$ cat src/sv/dqne_pkg.sv
// types and constants of the dns query name extractor
`timescale 1ns / 1ps

package dqne_pkg;

  localparam int DomainMax = 256;
  localparam int NameMax   = DomainMax - 1;
  localparam int NameLenW  = $clog2(DomainMax);
  localparam int HdrBytes  = 12;
  localparam int HdrCntW   = $clog2(HdrBytes);

  // question count sits at header bytes 4 and 5
  localparam logic [HdrCntW-1:0] QdCountHi = HdrCntW'(4);
  localparam logic [HdrCntW-1:0] QdCountLo = HdrCntW'(5);
  localparam logic [HdrCntW-1:0] HdrLast   = HdrCntW'(HdrBytes - 1);

  localparam logic [7:0] DotChar = 8'h2e;

  localparam logic [7:0] ResetMaxPlain = 8'd17;
  localparam logic [7:0] ResetExtraA   = 8'd65;
  localparam logic [7:0] ResetExtraB   = 8'd28;

  localparam logic KindChar    = 1'b0;
  localparam logic KindVerdict = 1'b1;

  localparam int QueueDepth = 4;
  localparam int QueuePtrW  = $clog2(QueueDepth);
  localparam int QueueCntW  = $clog2(QueueDepth + 1);

  typedef enum logic [1:0] {
    CFG_MAX_PLAIN = 2'd0,
    CFG_EXTRA_A   = 2'd1,
    CFG_EXTRA_B   = 2'd2
  } cfg_idx_e;

  typedef enum logic [4:0] {
    PH_HEADER = 5'b00001,
    PH_LEN    = 5'b00010,
    PH_BODY   = 5'b00100,
    PH_TAIL   = 5'b01000,
    PH_DONE   = 5'b10000
  } phase_e;

  typedef struct packed {
    logic [7:0] max_plain;
    logic [7:0] extra_a;
    logic [7:0] extra_b;
  } cfg_t;

  typedef struct packed {
    logic       kind;
    logic [7:0] name_char;
    logic       accepted;
    logic       last;
  } result_t;

  typedef struct packed {
    result_t    first;
    result_t    second;
    logic [1:0] count;
  } emit_t;

endpackage

$ cat src/sv/dqne_parse.sv
// per-packet parse state and the result logic for one byte
`timescale 1ns / 1ps

module dqne_parse import dqne_pkg::*; (
  input  logic       clk_i,
  input  logic       rst_ni,
  input  logic       item_valid_i,
  input  logic [7:0] data_byte_i,
  input  logic       end_of_packet_i,
  input  cfg_t       cfg_i,
  output emit_t      emit_o
);

  phase_e                phase_q, phase_d;
  logic [HdrCntW-1:0]    cnt_q, cnt_d;
  logic                  qn_q, qn_d;
  logic [7:0]            label_q, label_d;
  logic [NameLenW-1:0]   len_q, len_d;
  logic                  first_q, first_d;
  logic                  ovf_q, ovf_d;
  logic                  type_ok_q, type_ok_d;

  logic       put;
  logic [7:0] put_val;
  logic       char_vld;
  logic [7:0] label_dec;
  result_t    char_res;
  result_t    verdict_res;

  assign label_dec = label_q - 8'd1;

  always_comb begin
    phase_d   = phase_q;
    cnt_d     = cnt_q;
    qn_d      = qn_q;
    label_d   = label_q;
    len_d     = len_q;
    first_d   = first_q;
    ovf_d     = ovf_q;
    type_ok_d = type_ok_q;
    put       = 1'b0;
    put_val   = data_byte_i;
    char_vld  = 1'b0;

    case (phase_q)
      PH_HEADER: begin
        if ((cnt_q == QdCountHi || cnt_q == QdCountLo) && data_byte_i != 8'd0) begin
          qn_d = 1'b1;
        end
        cnt_d = cnt_q + HdrCntW'(1);
        if (cnt_q == HdrLast) begin
          cnt_d   = '0;
          phase_d = qn_d ? PH_LEN : PH_DONE;
        end
      end
      PH_LEN: begin
        if (data_byte_i == 8'd0) begin
          cnt_d   = '0;
          phase_d = PH_TAIL;
        end else begin
          put     = !first_q;
          put_val = DotChar;
          first_d = 1'b0;
          label_d = data_byte_i;
          phase_d = PH_BODY;
        end
      end
      PH_BODY: begin
        put     = 1'b1;
        label_d = label_dec;
        if (label_dec == 8'd0) begin
          phase_d = PH_LEN;
        end
      end
      PH_TAIL: begin
        // second byte after the zero label is the low byte of the type
        if (cnt_q == '0) begin
          cnt_d = HdrCntW'(1);
        end else begin
          type_ok_d = (data_byte_i <= cfg_i.max_plain) || (data_byte_i == cfg_i.extra_a) ||
                      (data_byte_i == cfg_i.extra_b);
          phase_d   = PH_DONE;
        end
      end
      default: ;
    endcase

    if (put && !ovf_q) begin
      if (len_q == NameLenW'(NameMax)) begin
        ovf_d = 1'b1;
      end else begin
        len_d    = len_q + NameLenW'(1);
        char_vld = 1'b1;
      end
    end

    char_res.kind      = KindChar;
    char_res.name_char = put_val;
    char_res.accepted  = 1'b0;
    char_res.last      = 1'b0;

    verdict_res.kind      = KindVerdict;
    verdict_res.name_char = 8'd0;
    verdict_res.accepted  = qn_d && type_ok_d && !ovf_d;
    verdict_res.last      = 1'b1;

    emit_o.first  = char_vld ? char_res : verdict_res;
    emit_o.second = verdict_res;
    emit_o.count  = 2'(char_vld) + 2'(end_of_packet_i);
    if (!item_valid_i) begin
      emit_o.count = 2'd0;
    end

    if (end_of_packet_i) begin
      phase_d   = PH_HEADER;
      cnt_d     = '0;
      qn_d      = 1'b0;
      label_d   = 8'd0;
      len_d     = '0;
      first_d   = 1'b1;
      ovf_d     = 1'b0;
      type_ok_d = 1'b0;
    end
  end

  always_ff @(posedge clk_i or negedge rst_ni) begin
    if (!rst_ni) begin
      phase_q   <= PH_HEADER;
      cnt_q     <= '0;
      qn_q      <= 1'b0;
      label_q   <= 8'd0;
      len_q     <= '0;
      first_q   <= 1'b1;
      ovf_q     <= 1'b0;
      type_ok_q <= 1'b0;
    end else if (item_valid_i) begin
      phase_q   <= phase_d;
      cnt_q     <= cnt_d;
      qn_q      <= qn_d;
      label_q   <= label_d;
      len_q     <= len_d;
      first_q   <= first_d;
      ovf_q     <= ovf_d;
      type_ok_q <= type_ok_d;
    end
  end

endmodule

$ cat src/sv/dns_query_name_extractor.sv
// Flow: an accepted byte is registered in the input stage and parsed from there once the
// result queue has room; its results are shown from the queue, one result per cycle
// while out_ready_i is high. Throughput: one byte per cycle while the queue has room; a
// byte that gives two results (last name character and verdict) is absorbed by the
// four-entry result queue. Reset: parse state returns to the header phase, the queue
// empties, and the type registers load 17, 65 and 28.
`timescale 1ns / 1ps

module dns_query_name_extractor import dqne_pkg::*; (
  input  logic       clk_i,
  input  logic       rst_ni,
  input  logic       in_valid_i,
  output logic       in_ready_o,
  input  logic [7:0] data_byte_i,
  input  logic       end_of_packet_i,
  output logic       out_valid_o,
  input  logic       out_ready_i,
  output logic       result_kind_o,
  output logic [7:0] name_char_o,
  output logic       accepted_o,
  output logic       last_o,
  input  logic       cfg_valid_i,
  output logic       cfg_ready_o,
  input  logic [1:0] cfg_index_i,
  input  logic [7:0] cfg_data_i
);

  cfg_t cfg_q;

  logic       s1_valid_q;
  logic [7:0] s1_byte_q;
  logic       s1_eop_q;

  result_t              queue_q [QueueDepth];
  logic [QueuePtrW-1:0] wr_ptr_q, rd_ptr_q;
  logic [QueueCntW-1:0] cnt_q;

  logic    room;
  logic    fire;
  logic    pop;
  emit_t   emit;
  result_t head;

  assign cfg_ready_o = 1'b1;

  always_ff @(posedge clk_i or negedge rst_ni) begin
    if (!rst_ni) begin
      cfg_q.max_plain <= ResetMaxPlain;
      cfg_q.extra_a   <= ResetExtraA;
      cfg_q.extra_b   <= ResetExtraB;
    end else if (cfg_valid_i) begin
      case (cfg_index_i)
        CFG_MAX_PLAIN: cfg_q.max_plain <= cfg_data_i;
        CFG_EXTRA_A:   cfg_q.extra_a   <= cfg_data_i;
        CFG_EXTRA_B:   cfg_q.extra_b   <= cfg_data_i;
        default: ;
      endcase
    end
  end

  // worst case a byte pushes two results
  assign room       = cnt_q <= QueueCntW'(QueueDepth - 2);
  assign fire       = s1_valid_q && room;
  assign in_ready_o = !s1_valid_q || room;

  always_ff @(posedge clk_i or negedge rst_ni) begin
    if (!rst_ni) begin
      s1_valid_q <= 1'b0;
    end else if (in_ready_o) begin
      s1_valid_q <= in_valid_i;
    end
  end

  always_ff @(posedge clk_i) begin
    if (in_ready_o && in_valid_i) begin
      s1_byte_q <= data_byte_i;
      s1_eop_q  <= end_of_packet_i;
    end
  end

  dqne_parse u_parse (
    .clk_i,
    .rst_ni,
    .item_valid_i    (fire),
    .data_byte_i     (s1_byte_q),
    .end_of_packet_i (s1_eop_q),
    .cfg_i           (cfg_q),
    .emit_o          (emit)
  );

  assign head        = queue_q[rd_ptr_q];
  assign out_valid_o = cnt_q != '0;
  assign pop         = out_valid_o && out_ready_i;

  assign result_kind_o = head.kind;
  assign name_char_o   = head.name_char;
  assign accepted_o    = head.accepted;
  assign last_o        = head.last;

  always_ff @(posedge clk_i) begin
    if (emit.count != 2'd0) begin
      queue_q[wr_ptr_q] <= emit.first;
    end
    if (emit.count == 2'd2) begin
      queue_q[wr_ptr_q + QueuePtrW'(1)] <= emit.second;
    end
  end

  always_ff @(posedge clk_i or negedge rst_ni) begin
    if (!rst_ni) begin
      wr_ptr_q <= '0;
      rd_ptr_q <= '0;
      cnt_q    <= '0;
    end else begin
      wr_ptr_q <= wr_ptr_q + QueuePtrW'(emit.count);
      if (pop) begin
        rd_ptr_q <= rd_ptr_q + QueuePtrW'(1);
      end
      cnt_q <= cnt_q + QueueCntW'(emit.count) - QueueCntW'(pop);
    end
  end

endmodule

$ cat config.mk
export PLATFORM = sky130hd
export DESIGN_NAME = dns_query_name_extractor
export DESIGN_NICKNAME = d
export VERILOG_FILES = /design/src/sv/dqne_pkg.sv /design/src/sv/dqne_parse.sv /design/src/sv/dns_query_name_extractor.sv
export SDC_FILE = /design/constraint.sdc
export NUM_CORES = 1
export LEC_CHECK = 0
export BUFFER_PORTS_ARGS = -buffer_cell sky130_fd_sc_hd__buf_2
export CELL_PAD_IN_SITES_DETAIL_PLACEMENT = 1
export CELL_PAD_IN_SITES_GLOBAL_PLACEMENT = 2
export CORE_MARGIN = 2
export CORE_UTILIZATION = 42
export DETAILED_ROUTE_END_ITERATION = 8
export GPL_TIMING_DRIVEN = 0
export PLACE_DENSITY_LB_ADDON = 0.1
export SETUP_SLACK_MARGIN = 0.02
export SLEW_MARGIN = 40
export SYNTH_ARGS = -nofsm -noshare
export SYNTH_HDL_FRONTEND = slang
export SYNTH_SLANG_ARGS = --single-unit
$ cat constraint.sdc
create_clock -name clk_i -period 7.58 [get_ports clk_i]
set_input_delay 0.379 -clock clk_i [delete_from_list [all_inputs] [get_ports clk_i]]
set_output_delay 0.379 -clock clk_i [all_outputs]
set_load 0.01 [all_outputs]
# Word level (Yosys, flattened, before mapping)
# Memories as Yosys holds them, arrays and structs flattened.
# Cells that the tools add are included.
[classes] n_addsub=9 order_cmp=2 eq_ne=21 mux=43 reduce_logical=35
[op_table] operator="two-way mux 8 bit" count=7
[op_table] operator="two-way mux 5 bit" count=5
[op_table] operator="two-way mux 1 bit" count=20
[op_table] operator="two-way mux 4 bit" count=5
[op_table] operator="one-hot mux 5 bit (4 select lines)" count=1
[op_table] operator="equality test 8 bit" count=2
[op_table] operator="zero test 8 bit" count=2
[op_table] operator="one-hot mux 8 bit (2 select lines)" count=1
[op_table] operator="inequality test 3 x 2 -> 1 bit (second input constant)" count=4
[op_table] operator="one-hot mux 4 bit (3 select lines)" count=1
[op_table] operator="two-way mux 11 bit" count=1
[op_table] operator="AND reduction 3 bit" count=3
[op_table] operator="adder 8 x 1 -> 8 bit (second input constant)" count=1
[op_table] operator="equality test 4 x 3 -> 1 bit (second input constant)" count=2
[op_table] operator="equality test 8 bit (second input constant)" count=1
[op_table] operator="<= comparator 8 bit" count=1
[op_table] operator="nonzero test 8 bit" count=1
[op_table] operator="subtractor 8 x 1 -> 8 bit (second input constant)" count=1
[op_table] operator="logical AND 1 bit" count=7
[op_table] operator="inequality test 3 bit (second input constant)" count=2
[op_table] operator="AND reduction 2 bit" count=3
[op_table] operator="nonzero test 2 bit" count=3
[op_table] operator="nonzero test 3 bit" count=2
[op_table] operator="equality test 5 x 1 -> 1 bit (second input constant)" count=1
[op_table] operator="24 further kinds" count=33
[word_totals] ff_bits=70 ramBits=44 output_inout_bits=14 memories=1
[memory_table] name="queue_q" depth=4 width=11 read_ports=1 rd_ports_with_merged_regs=0 wr=2 line_no="dns_query_name_extractor.sv:34" text="result_t queue_q [QueueDepth];"

# Longest topological paths before layout
# Gate-level depths: netlist of the first run.
[logic_depth] word_depth=10 depth_mapped=13

# Cells and area by module
# A second synthesis of the first run with hierarchy kept.
[hier_totals] hier_cells=522 area_unflattened_um2=6358.6
[by_module_without_submodules] module="dns_query_name_extractor" instances=1 cells_per_inst=215 area_each_um2=3880.0
[by_module_without_submodules] module="dqne_parse" instances=1 cells_per_inst=307 area_each_um2=2478.6

# Worst setup path before layout of the first run
# No wires, ideal clock.
[synth_path] kind="register to register" from="reg s1_byte_q[6]" to="reg cnt_q[2]" setup_time_ps=123 t_arrival_ps=3035 path_slack_ps=4422 stages_incl_launch_ff=13 path_buffers=1 path_cell_list="edfxtp_1 > nor4_1 > a2111oi_4 > o21ai_4 > inv_4 > buf_4 > ha_1 > nand2_1 > ha_1 > inv_1 > ha_1 > fa_1 > xnor2_1"
[synth_between] elab_chain_cells=9
[synth_lines] element="start: declaration" line_no="dns_query_name_extractor.sv:31" text="logic [7:0] s1_byte_q;"
[synth_lines] element="start signal: assignment" line_no="dns_query_name_extractor.sv:76" text="s1_byte_q <= data_byte_i;"
[synth_lines] element="zero test 8 bit" line_no="dqne_parse.sv:57" text="if (data_byte_i == 8'd0) begin"
[synth_lines] element="two-way mux 1 bit" line_no="dqne_parse.sv:57"
[synth_lines] element="one-hot mux 1 bit (2 select lines)" line_no="dqne_parse.sv:45" text="case (phase_q)"
[synth_lines] element="logical AND 1 bit" line_no="dqne_parse.sv:88" text="if (put && !ovf_q) begin"
[synth_lines] element="two-way mux 1 bit" line_no="dqne_parse.sv:88"
[synth_lines] element="adder 1 x 1 -> 2 bit" line_no="dqne_parse.sv:109" text="emit_o.count = 2'(char_vld) + 2'(end_of_packet_i);"
[synth_lines] element="two-way mux 2 bit" line_no="dqne_parse.sv:110" text="if (!item_valid_i) begin"
[synth_lines] element="adder 3 x 2 -> 3 bit" line_no="dns_query_name_extractor.sv:119" text="cnt_q <= cnt_q + QueueCntW'(emit.count) - QueueCntW'(pop);"
[synth_lines] element="subtractor 3 x 1 -> 3 bit" line_no="dns_query_name_extractor.sv:119"
[synth_lines] element="end signal: assignment" line_no="dns_query_name_extractor.sv:119"
[synth_lines] element="end: declaration" line_no="dns_query_name_extractor.sv:36" text="logic [QueueCntW-1:0] cnt_q;"
# Every way passes these cells.
# A chain may end at the register's enable or synchronous reset.

==> run_results.csv, run 1 <==
group,metric,value,unit
global_routing,global_route.usage.total,0.232,
clock_network,tritoncts_clock_tree,"yes",
clock_network,post_cts_buffers,0,
sta,max_freq,254,MHz
placed_design,gp_routability_congestion,0.835,
setup_path,worstSetupPathType,"reg -> reg",
logic_synthesis,synth_ff_type,"sky130_fd_sc_hd__dfrtp_1",
clock_network,root_buffer_cell,"sky130_fd_sc_hd__clkbuf_16",
logic_synthesis,share_of_the_synthesized_area_in_the_top_cell_type,0.233,
power,combinationalPowerShare,0.325,
setup_path,timing.critical_path.max_delay_family,"simple AND/OR/NAND/NOR gates",
logic_synthesis,synthesis.instances,559,
floorplanning,coreArea,0.0131,mm^2
route,drt_drc_violations_left,0,
route,viasPerCell,5.56,
setup_path,critical_path.startpoint_type,"flip-flop",
floorplanning,die_w,119,um
logic_synthesis,total_of_warnings_raised_by_yosys,0,
route,detail_route.wl_per_cell,19.3,um
power,power.share.switching,0.374,
clock_network,numCtsBuffers,9,
logic_synthesis,mappedNetlistArea,0.00559,mm^2
power,internal-power,1.17,mW
layout,antenna-diode-count,0,
logic_synthesis,synth_async_sr_flop_share,0.555,
setup_path,critical_path_buf_inv_count,2,
setup_path,timing.critical_path.to_type,"flip-flop",
global_routing,grt_remaining_overflow,0,
logic_synthesis,yosysUniqueCellTypes,68,
clock_network,post_cts_hold_buffer_count,1,
sta,grt_setup_unrepaired,"false",
clock_network,clk_pin_slew_worst_paths,0.07,ns
layout,number_of_standard_cells_in_the_final_layout_excluding_fillers,789,
job,timing.max_cap.violations,0,
layout,final_layout_size_suffix_gt1_frac,0.194,
power,static_leak,2.62,nW
sta,final.setup_skew,0.00806,ns
sta,timing.max_slew.rel_slack,0.549,
route,dr.first_iter.drc_count,222,
logic_synthesis,syn_area_per_cell,10.0,um^2
sta,tightestPinTransition,0.670,ns
sta,finalHoldViolations,0,
logic_synthesis,synth-seq-area-share,0.474,
power,worst_ir_drop_vdd,0.158,mV
placed_design,dp.cells,772,
layout,finalInstanceArea,0.00632,mm^2
global_routing,antenna_found_initial,0,
route,finalWirelength,15.3,mm
setup_path,critical_path_arrival,4.21,ns
placed_design,dpl_cell_area,0.00602,mm^2
route,postRouteAntennaNets,0,
logic_synthesis,postSynthNetCount,603,
setup_path,worst_ep_required_time,7.86,ns
outcome,outcome,"finished, final reports clean",
clock_network,cts.htree.levels,3,
power,power.clock.fraction,0.251,
sta,final.setup.worst_slack,3.65,ns
sta,setup_viol_count_final,0,
layout,layout_commonest_cell,"sky130_fd_sc_hd__nand2_1",
global_routing,grt_start_max_net_pins,41,
placed_design,place.port_buffers,36,
power,total_power,1.87,mW
power,p_sw,0.697,mW
power,pwr_density_cell,295,mW/mm^2
setup_path,crit_top_cell,"sky130_fd_sc_hd__nor2_1",
floorplanning,die_footprint,0.0143,mm^2
setup_path,critical-path-max-stage-delay,0.68,ns
clock_network,clock_insertion_delay_at_the_later_pin_of_the_skew_report,0.37,ns
logic_synthesis,synth.ff_latch_count,110,
setup_path,crit_slowest_cell,"sky130_fd_sc_hd__nor4_1",
placed_design,hpwlAfterDp,11.0,mm
setup_path,rrSetupSlack,3.65,ns
logic_synthesis,largest_area_contributor_in_the_netlist,"sky130_fd_sc_hd__dfrtp_1",
floorplanning,initial_core_util,0.426,
floorplanning,rows,42,
clock_network,ctsResizeCount,0,
sta,final_min_period_over_clock_period,0.518,
hold_path,hold_path.class,"in -> reg",
layout,layout.nets,652,
clock_network,cts_sinks,110,
power,power_frac_seq,0.424,
layout,areaGrowthSynthToFinish,13.0,%
route,drt_pre_antenna_iters,4,
placed_design,dp_slack,3.71,ns
sta,final_worst_path_period_need,3.93,ns
floorplanning,die_h,119,um
sta,final.setup.tns,0,ns
floorplanning,ios,38,
route,dr_total_vias,4390,
global_routing,grt_pass1_wl,25.5,mm
global_routing,number_of_global_route_vias_before_repair,4809,
setup_path,worstPathMaxFanout,10,
sta,final-max-slew-violation-count,0,
clock_network,cts.path.max_buffers,2,
layout,final_cell_mix,"sky130_fd_sc_hd__nand2_1 (74), sky130_fd_sc_hd__o21ai_0 (64), sky130_fd_sc_hd__dfrtp_1 (52), sky130_fd_sc_hd__buf_2 (36), sky130_fd_sc_hd__dfxtp_1 (36)",
logic_synthesis,synth-edff-count,13,
setup_path,critical_path.cell_chain,"nor4_1, a2111oi_4, o21ai_4, inv_4, buf_4, ha_1, nor2_1, nor2_1, nand3_1, o21ai_0",
logic_synthesis,synth_top_cells_by_area,"sky130_fd_sc_hd__dfrtp_1 (23%), sky130_fd_sc_hd__dfxtp_1 (13%), sky130_fd_sc_hd__edfxtp_1 (7.0%)",
-- power by group through the flow --
stage	Clock, mW	Sequential, mW	Combinational (mW)
2_1_floorplan	0	0.763	0.443
3_3_place_gp	0	0.797	0.582
3_5_place_dp	0	0.803	0.612
4_1_cts	0.480	0.792	0.615
5_1_grt	0.497	0.804	0.690
6_report	0.468	0.791	0.607
-- stage by stage --
step | util | hold slack, ns
2_1_floorplan | - | 0.0834
3_3_place_gp | 0.456 | 0.429
3_5_place_dp | 0.458 | 0.304
4_1_cts | 0.481 | 0.177
5_1_grt | 0.481 | 0.171
6_report | 0.481 | 0.186
-- cell families after synthesis --
group | count (synthesis) | synth area share
compound gates | 141 | 0.164
xor+xnor | 24 | 0.0376
fa+ha+maj | 20 | 0.0461
buf+inv | 46 | 0.0342
flops | 110 | 0.474
mux | 30 | 0.0801
other cells | 1 | 0.000671
simple gates | 187 | 0.163
-- worst paths after layout --
path                                       from  depth (start not counted)             to
worst max-delay path               s1_byte_q[5]                         10  queue_q[1][5]
worst min-delay path            end_of_packet_i                          1       s1_eop_q
worst max register to register     s1_byte_q[5]                         10  queue_q[1][5]
worst min register to register    queue_q[2][4]                          2  queue_q[2][4]
max in group asynchronous                rst_ni                          3       cfg_q[8]
min in group asynchronous                rst_ni                          2       cnt_q[1]
-- routing by layer --
layer | global-route usage | up-vias | share of wire
met5 | 0 | - | 0
met2 | 0.412 | 59 | 0.51
met4 | 0.0632 | 0 | 0.013
met1 | 0.288 | 2212 | 0.45
li1 | - | 2105 | -
met3 | 0.0445 | 14 | 0.026
-- state kept, by name (all words and copies together), names as in the netlist, 2 cells and up --
name / cells
cfg_q: 24
u_parse.phase_q: 5
queue_q: 40
cnt_q: 3
wr_ptr_q: 2
u_parse.cnt_q: 4
s1_byte_q: 8
u_parse.len_q: 8
u_parse.label_q: 8
rd_ptr_q: 2
-- final cells by class --
class                           count  area (um^2)
Sequential cell                   110         2650
Clock inverter                      5         38.8
Inverter                           30          115
Timing Repair Buffer               38          213
Clock buffer                       11          243
Fill cell                        1504         6820
Tap cell                          176          220
Multi-Input combinational cell    403         2760
Buffer                             16         77.6
-- cell usage after synthesis (10+ instances only) --
master                     instances
sky130_fd_sc_hd__o21ai_0          64
sky130_fd_sc_hd__a21oi_1          19
sky130_fd_sc_hd__mux2_2           18
sky130_fd_sc_hd__nor3_1           15
sky130_fd_sc_hd__dfrtp_1          52
sky130_fd_sc_hd__nand2_1          74
sky130_fd_sc_hd__nor2_1           31
sky130_fd_sc_hd__edfxtp_1         13
sky130_fd_sc_hd__dfxtp_1          36
sky130_fd_sc_hd__mux4_2           10
sky130_fd_sc_hd__ha_1             19
sky130_fd_sc_hd__clkbuf_1         10
sky130_fd_sc_hd__xor2_1           18
sky130_fd_sc_hd__nand3_1          16
sky130_fd_sc_hd__inv_1            29
Note: power is estimated with default switching activity, not from simulation.
==> run 2, diff against run 1 <==
--- a/config.mk
+++ b/config.mk
@@ -5,11 +5,12 @@
 export SDC_FILE = /design/constraint.sdc
 export NUM_CORES = 1
 export LEC_CHECK = 0
+export ABC_AREA = 1
 export BUFFER_PORTS_ARGS = -buffer_cell sky130_fd_sc_hd__buf_2
 export CELL_PAD_IN_SITES_DETAIL_PLACEMENT = 1
 export CELL_PAD_IN_SITES_GLOBAL_PLACEMENT = 2
 export CORE_MARGIN = 2
-export CORE_UTILIZATION = 42
+export CORE_UTILIZATION = 32
 export DETAILED_ROUTE_END_ITERATION = 8
 export GPL_TIMING_DRIVEN = 0
 export PLACE_DENSITY_LB_ADDON = 0.1
==> constraint.sdc (replaced) <==
create_clock -name clk_i -period 3.6 [get_ports clk_i]
set_input_delay 0.18 -clock clk_i [delete_from_list [all_inputs] [get_ports clk_i]]
set_output_delay 0.18 -clock clk_i [all_outputs]
set_load 0.01 [all_outputs]
==> run_results.csv, run 2 <==
group,metric,value,unit
outcome,outcome,"finished, final reports clean",
layout,final_layout_size_suffix_gt1_frac,0.109,
clock_network,root_buffer_cell,"sky130_fd_sc_hd__clkbuf_16",
route,postRouteAntennaNets,0,
sta,final.setup_skew,0.0144,ns
logic_synthesis,synth-seq-area-share,0.466,
route,dr_total_vias,4883,
sta,timing.max_slew.rel_slack,0.491,
logic_synthesis,yosysUniqueCellTypes,38,
setup_path,startpoint,"u_parse.len_q[1]",
setup_path,critical_path_arrival,3.47,ns
clock_network,post_cts_hold_buffer_count,10,
route,detail_route.wl_per_cell,15.7,um
power,worst_ir_drop_vdd,0.283,mV
clock_network,cts_sinks,110,
layout,multi_input_comb_area,0.00265,mm^2
clock_network,cts.htree.levels,3,
global_routing,global_route.usage.total,0.182,
power,static_leak,3.20,nW
floorplanning,ios,38,
logic_synthesis,synthesis.instances,744,
floorplanning,die_footprint,0.0189,mm^2
clock_network,tritoncts_clock_tree,"yes",
power,combinationalPowerShare,0.364,
setup_path,worst_ep_required_time,3.85,ns
route,dr.first_iter.drc_count,205,
setup_path,timing.critical_path.to_type,"flip-flop",
sta,finalHoldViolations,0,
clock_network,ctsResizeCount,0,
placed_design,dpl_cell_area,0.00619,mm^2
setup_path,worst_r2r_startpoint,"u_parse.len_q[1]",
placed_design,hpwlAfterDp,12.2,mm
sta,max_freq,311,MHz
logic_synthesis,synth_async_sr_flop_share,0.555,
logic_synthesis,total_of_warnings_raised_by_yosys,0,
logic_synthesis,synth_most_common_cell,"sky130_fd_sc_hd__nand2_1",
power,power.share.switching,0.398,
floorplanning,initial_core_util,0.328,
layout,registers.top_by_ff_count,"queue_q",
layout,final_cell_mix,"sky130_fd_sc_hd__nand2_1 (246), sky130_fd_sc_hd__inv_1 (84), sky130_fd_sc_hd__nor2_1 (72), sky130_fd_sc_hd__o21ai_0 (63), sky130_fd_sc_hd__dfrtp_1 (52)",
logic_synthesis,synth-edff-count,13,
power,internal-power,2.70,mW
layout,layout.nets,846,
logic_synthesis,syn_area_per_cell,7.65,um^2
floorplanning,rows,48,
sta,final_min_period_over_clock_period,0.893,
layout,areaGrowthSynthToFinish,16.3,%
logic_synthesis,share_of_the_synthesized_area_in_the_top_cell_type,0.229,
global_routing,grt_remaining_overflow,0,
setup_path,worstPathMaxFanout,10,
global_routing,antenna_found_initial,0,
placed_design,place.port_buffers,36,
layout,max_reg_flops,40,
global_routing,grt_start_max_net_pins,51,
global_routing,number_of_global_route_vias_before_repair,5083,
logic_synthesis,synth.ff_latch_count,110,
sta,setup_viol_count_final,0,
logic_synthesis,synth_top_cells_by_area,"sky130_fd_sc_hd__dfrtp_1 (23%), sky130_fd_sc_hd__nand2_1 (16%), sky130_fd_sc_hd__dfxtp_1 (13%)",
layout,sequential_cell_area,0.00265,mm^2
clock_network,numCtsBuffers,9,
placed_design,gp_routability_congestion,0.769,
power,pwr_density_cell,677,mW/mm^2
sta,final.setup.tns,0,ns
clock_network,clock_insertion_delay_at_the_later_pin_of_the_skew_report,0.36,ns
logic_synthesis,synth_ff_type,"sky130_fd_sc_hd__dfrtp_1",
sta,final-max-slew-violation-count,0,
clock_network,post_cts_buffers,0,
global_routing,grt_pass1_wl,26.4,mm
power,p_sw,1.78,mW
layout,antenna-diode-count,0,
power,power_frac_seq,0.385,
floorplanning,coreArea,0.0174,mm^2
clock_network,clk_pin_slew_worst_paths,0.08,ns
route,drt_pre_antenna_iters,4,
route,finalWirelength,16.2,mm
sta,final_worst_path_period_need,3.22,ns
job,timing.max_cap.violations,0,
logic_synthesis,largest_area_contributor_in_the_netlist,"sky130_fd_sc_hd__dfrtp_1",
layout,finalInstanceArea,0.00662,mm^2
route,viasPerCell,4.73,
logic_synthesis,postSynthNetCount,788,
sta,grt_setup_unrepaired,"false",
layout,nFillCells,2114,
floorplanning,die_w,137,um
logic_synthesis,most_common_library_cells_after_synthesis,"sky130_fd_sc_hd__nand2_1 (246), sky130_fd_sc_hd__inv_1 (84), sky130_fd_sc_hd__nor2_1 (72)",
hold_path,timing.hold.worst.start,"in_valid_i",
sta,tightestPinTransition,0.763,ns
power,power.clock.fraction,0.251,
floorplanning,die_h,137,um
layout,biggestRegsByFlops,"queue_q (40), cfg_q (24)",
layout,layout_commonest_cell,"sky130_fd_sc_hd__nand2_1",
logic_synthesis,mappedNetlistArea,0.00569,mm^2
setup_path,worstSetupPathType,"reg -> reg",
route,drt_drc_violations_left,0,
setup_path,critical_path.startpoint_type,"flip-flop",
clock_network,cts.path.max_buffers,2,
hold_path,hold_path.class,"in -> reg",
[run 2: cell count changes after synthesis, moves of 14 or more]
cell                      previous run  this run
sky130_fd_sc_hd__inv_1              29        84
sky130_fd_sc_hd__mux2_2             18         0
sky130_fd_sc_hd__nand2_1            74       246
sky130_fd_sc_hd__nand3_1            16        33
sky130_fd_sc_hd__nor2_1             31        72
sky130_fd_sc_hd__o22ai_1             0        14
[run 2: layout make-up]
class / instances / share of cell area
Inverter: 87 / 0.0497
Multi-Input combinational cell: 533 / 0.400
Tap cell: 225 / 0.0425
Sequential cell: 110 / 0.400
Clock inverter: 7 / 0.0157
Timing Repair Buffer: 47 / 0.0475
Clock buffer: 9 / 0.0340
Buffer: 14 / 0.0104
[run 2: kinds of logic after synthesis]
kind of cell	after synthesis	synth area share
adders and majority gates	20	0.0453
DFF	110	0.466
buffers and inverters	101	0.0700
xor gates and xnor gates	27	0.0416
and+or+nand+nor	384	0.279
AOI/OAI and AO/OA	101	0.0979
other	1	0.000659
[run 2: metrics by stage]
step,total power [mW],hold WS [ns],utilization,worst slack [ns],cells
2_1_floorplan,2.81,-0.116,-,0.783,744
3_3_place_gp,3.33,0.357,0.354,0.383,1005
3_5_place_dp,3.40,0.0180,0.356,0.336,1006
4_1_cts,4.55,0.0401,0.381,0.307,1032
5_1_grt,4.82,0.0493,0.381,0.0443,1032
6_report,4.48,0.0424,0.381,0.384,1032
[run 2: power by group through the flow]
stage	Sequential, mW	Combinational (mW)	Clock, mW
after CTS	1.73	1.66	1.16
after global placement	1.74	1.59	0
after global routing	1.76	1.86	1.20
final	1.72	1.63	1.12
after floorplan	1.68	1.13	0
after detailed placement	1.75	1.65	0
[run 2: per-layer routing]
metal | vias to the layer above | part of all wire | GRT usage
met5 | - | 0 | 0
met2 | 55 | 0.48 | 0.319
met1 | 2336 | 0.49 | 0.236
met3 | 15 | 0.022 | 0.0309
li1 | 2477 | - | -
met4 | 0 | 0.011 | 0.0389
[run 2: worst paths after layout]
| path | cells after the start | slack [ns] | to |
|---|---|---|---|
| worst max-delay path | 15 | 0.38 | cnt_q[2] |
| worst min-delay path | 3 | 0.04 | s1_valid_q |
| worst max register to register | 15 | 0.38 | cnt_q[2] |
| worst min register to register | 2 | 0.45 | queue_q[2][2] |
| max in group asynchronous | 3 | 2.84 | u_parse.phase_q[0] |
| min in group asynchronous | 2 | 0.20 | rd_ptr_q[0] |
[run 2: worst max-delay path, stage by stage, from the launching register on]
cell                      delay, ns
sky130_fd_sc_hd__dfrtp_1       0.39
sky130_fd_sc_hd__ha_1          0.20
sky130_fd_sc_hd__nand3_1       0.14
sky130_fd_sc_hd__nor3_1        0.28
sky130_fd_sc_hd__nor2_1        0.21
sky130_fd_sc_hd__nand2_4       0.21
sky130_fd_sc_hd__inv_1         0.06
sky130_fd_sc_hd__ha_1          0.27
sky130_fd_sc_hd__inv_1         0.08
sky130_fd_sc_hd__nor2_1        0.16
sky130_fd_sc_hd__inv_1         0.09
sky130_fd_sc_hd__ha_1          0.27
sky130_fd_sc_hd__inv_1         0.04
sky130_fd_sc_hd__ha_1          0.18
sky130_fd_sc_hd__fa_1          0.38
sky130_fd_sc_hd__xnor2_1       0.14
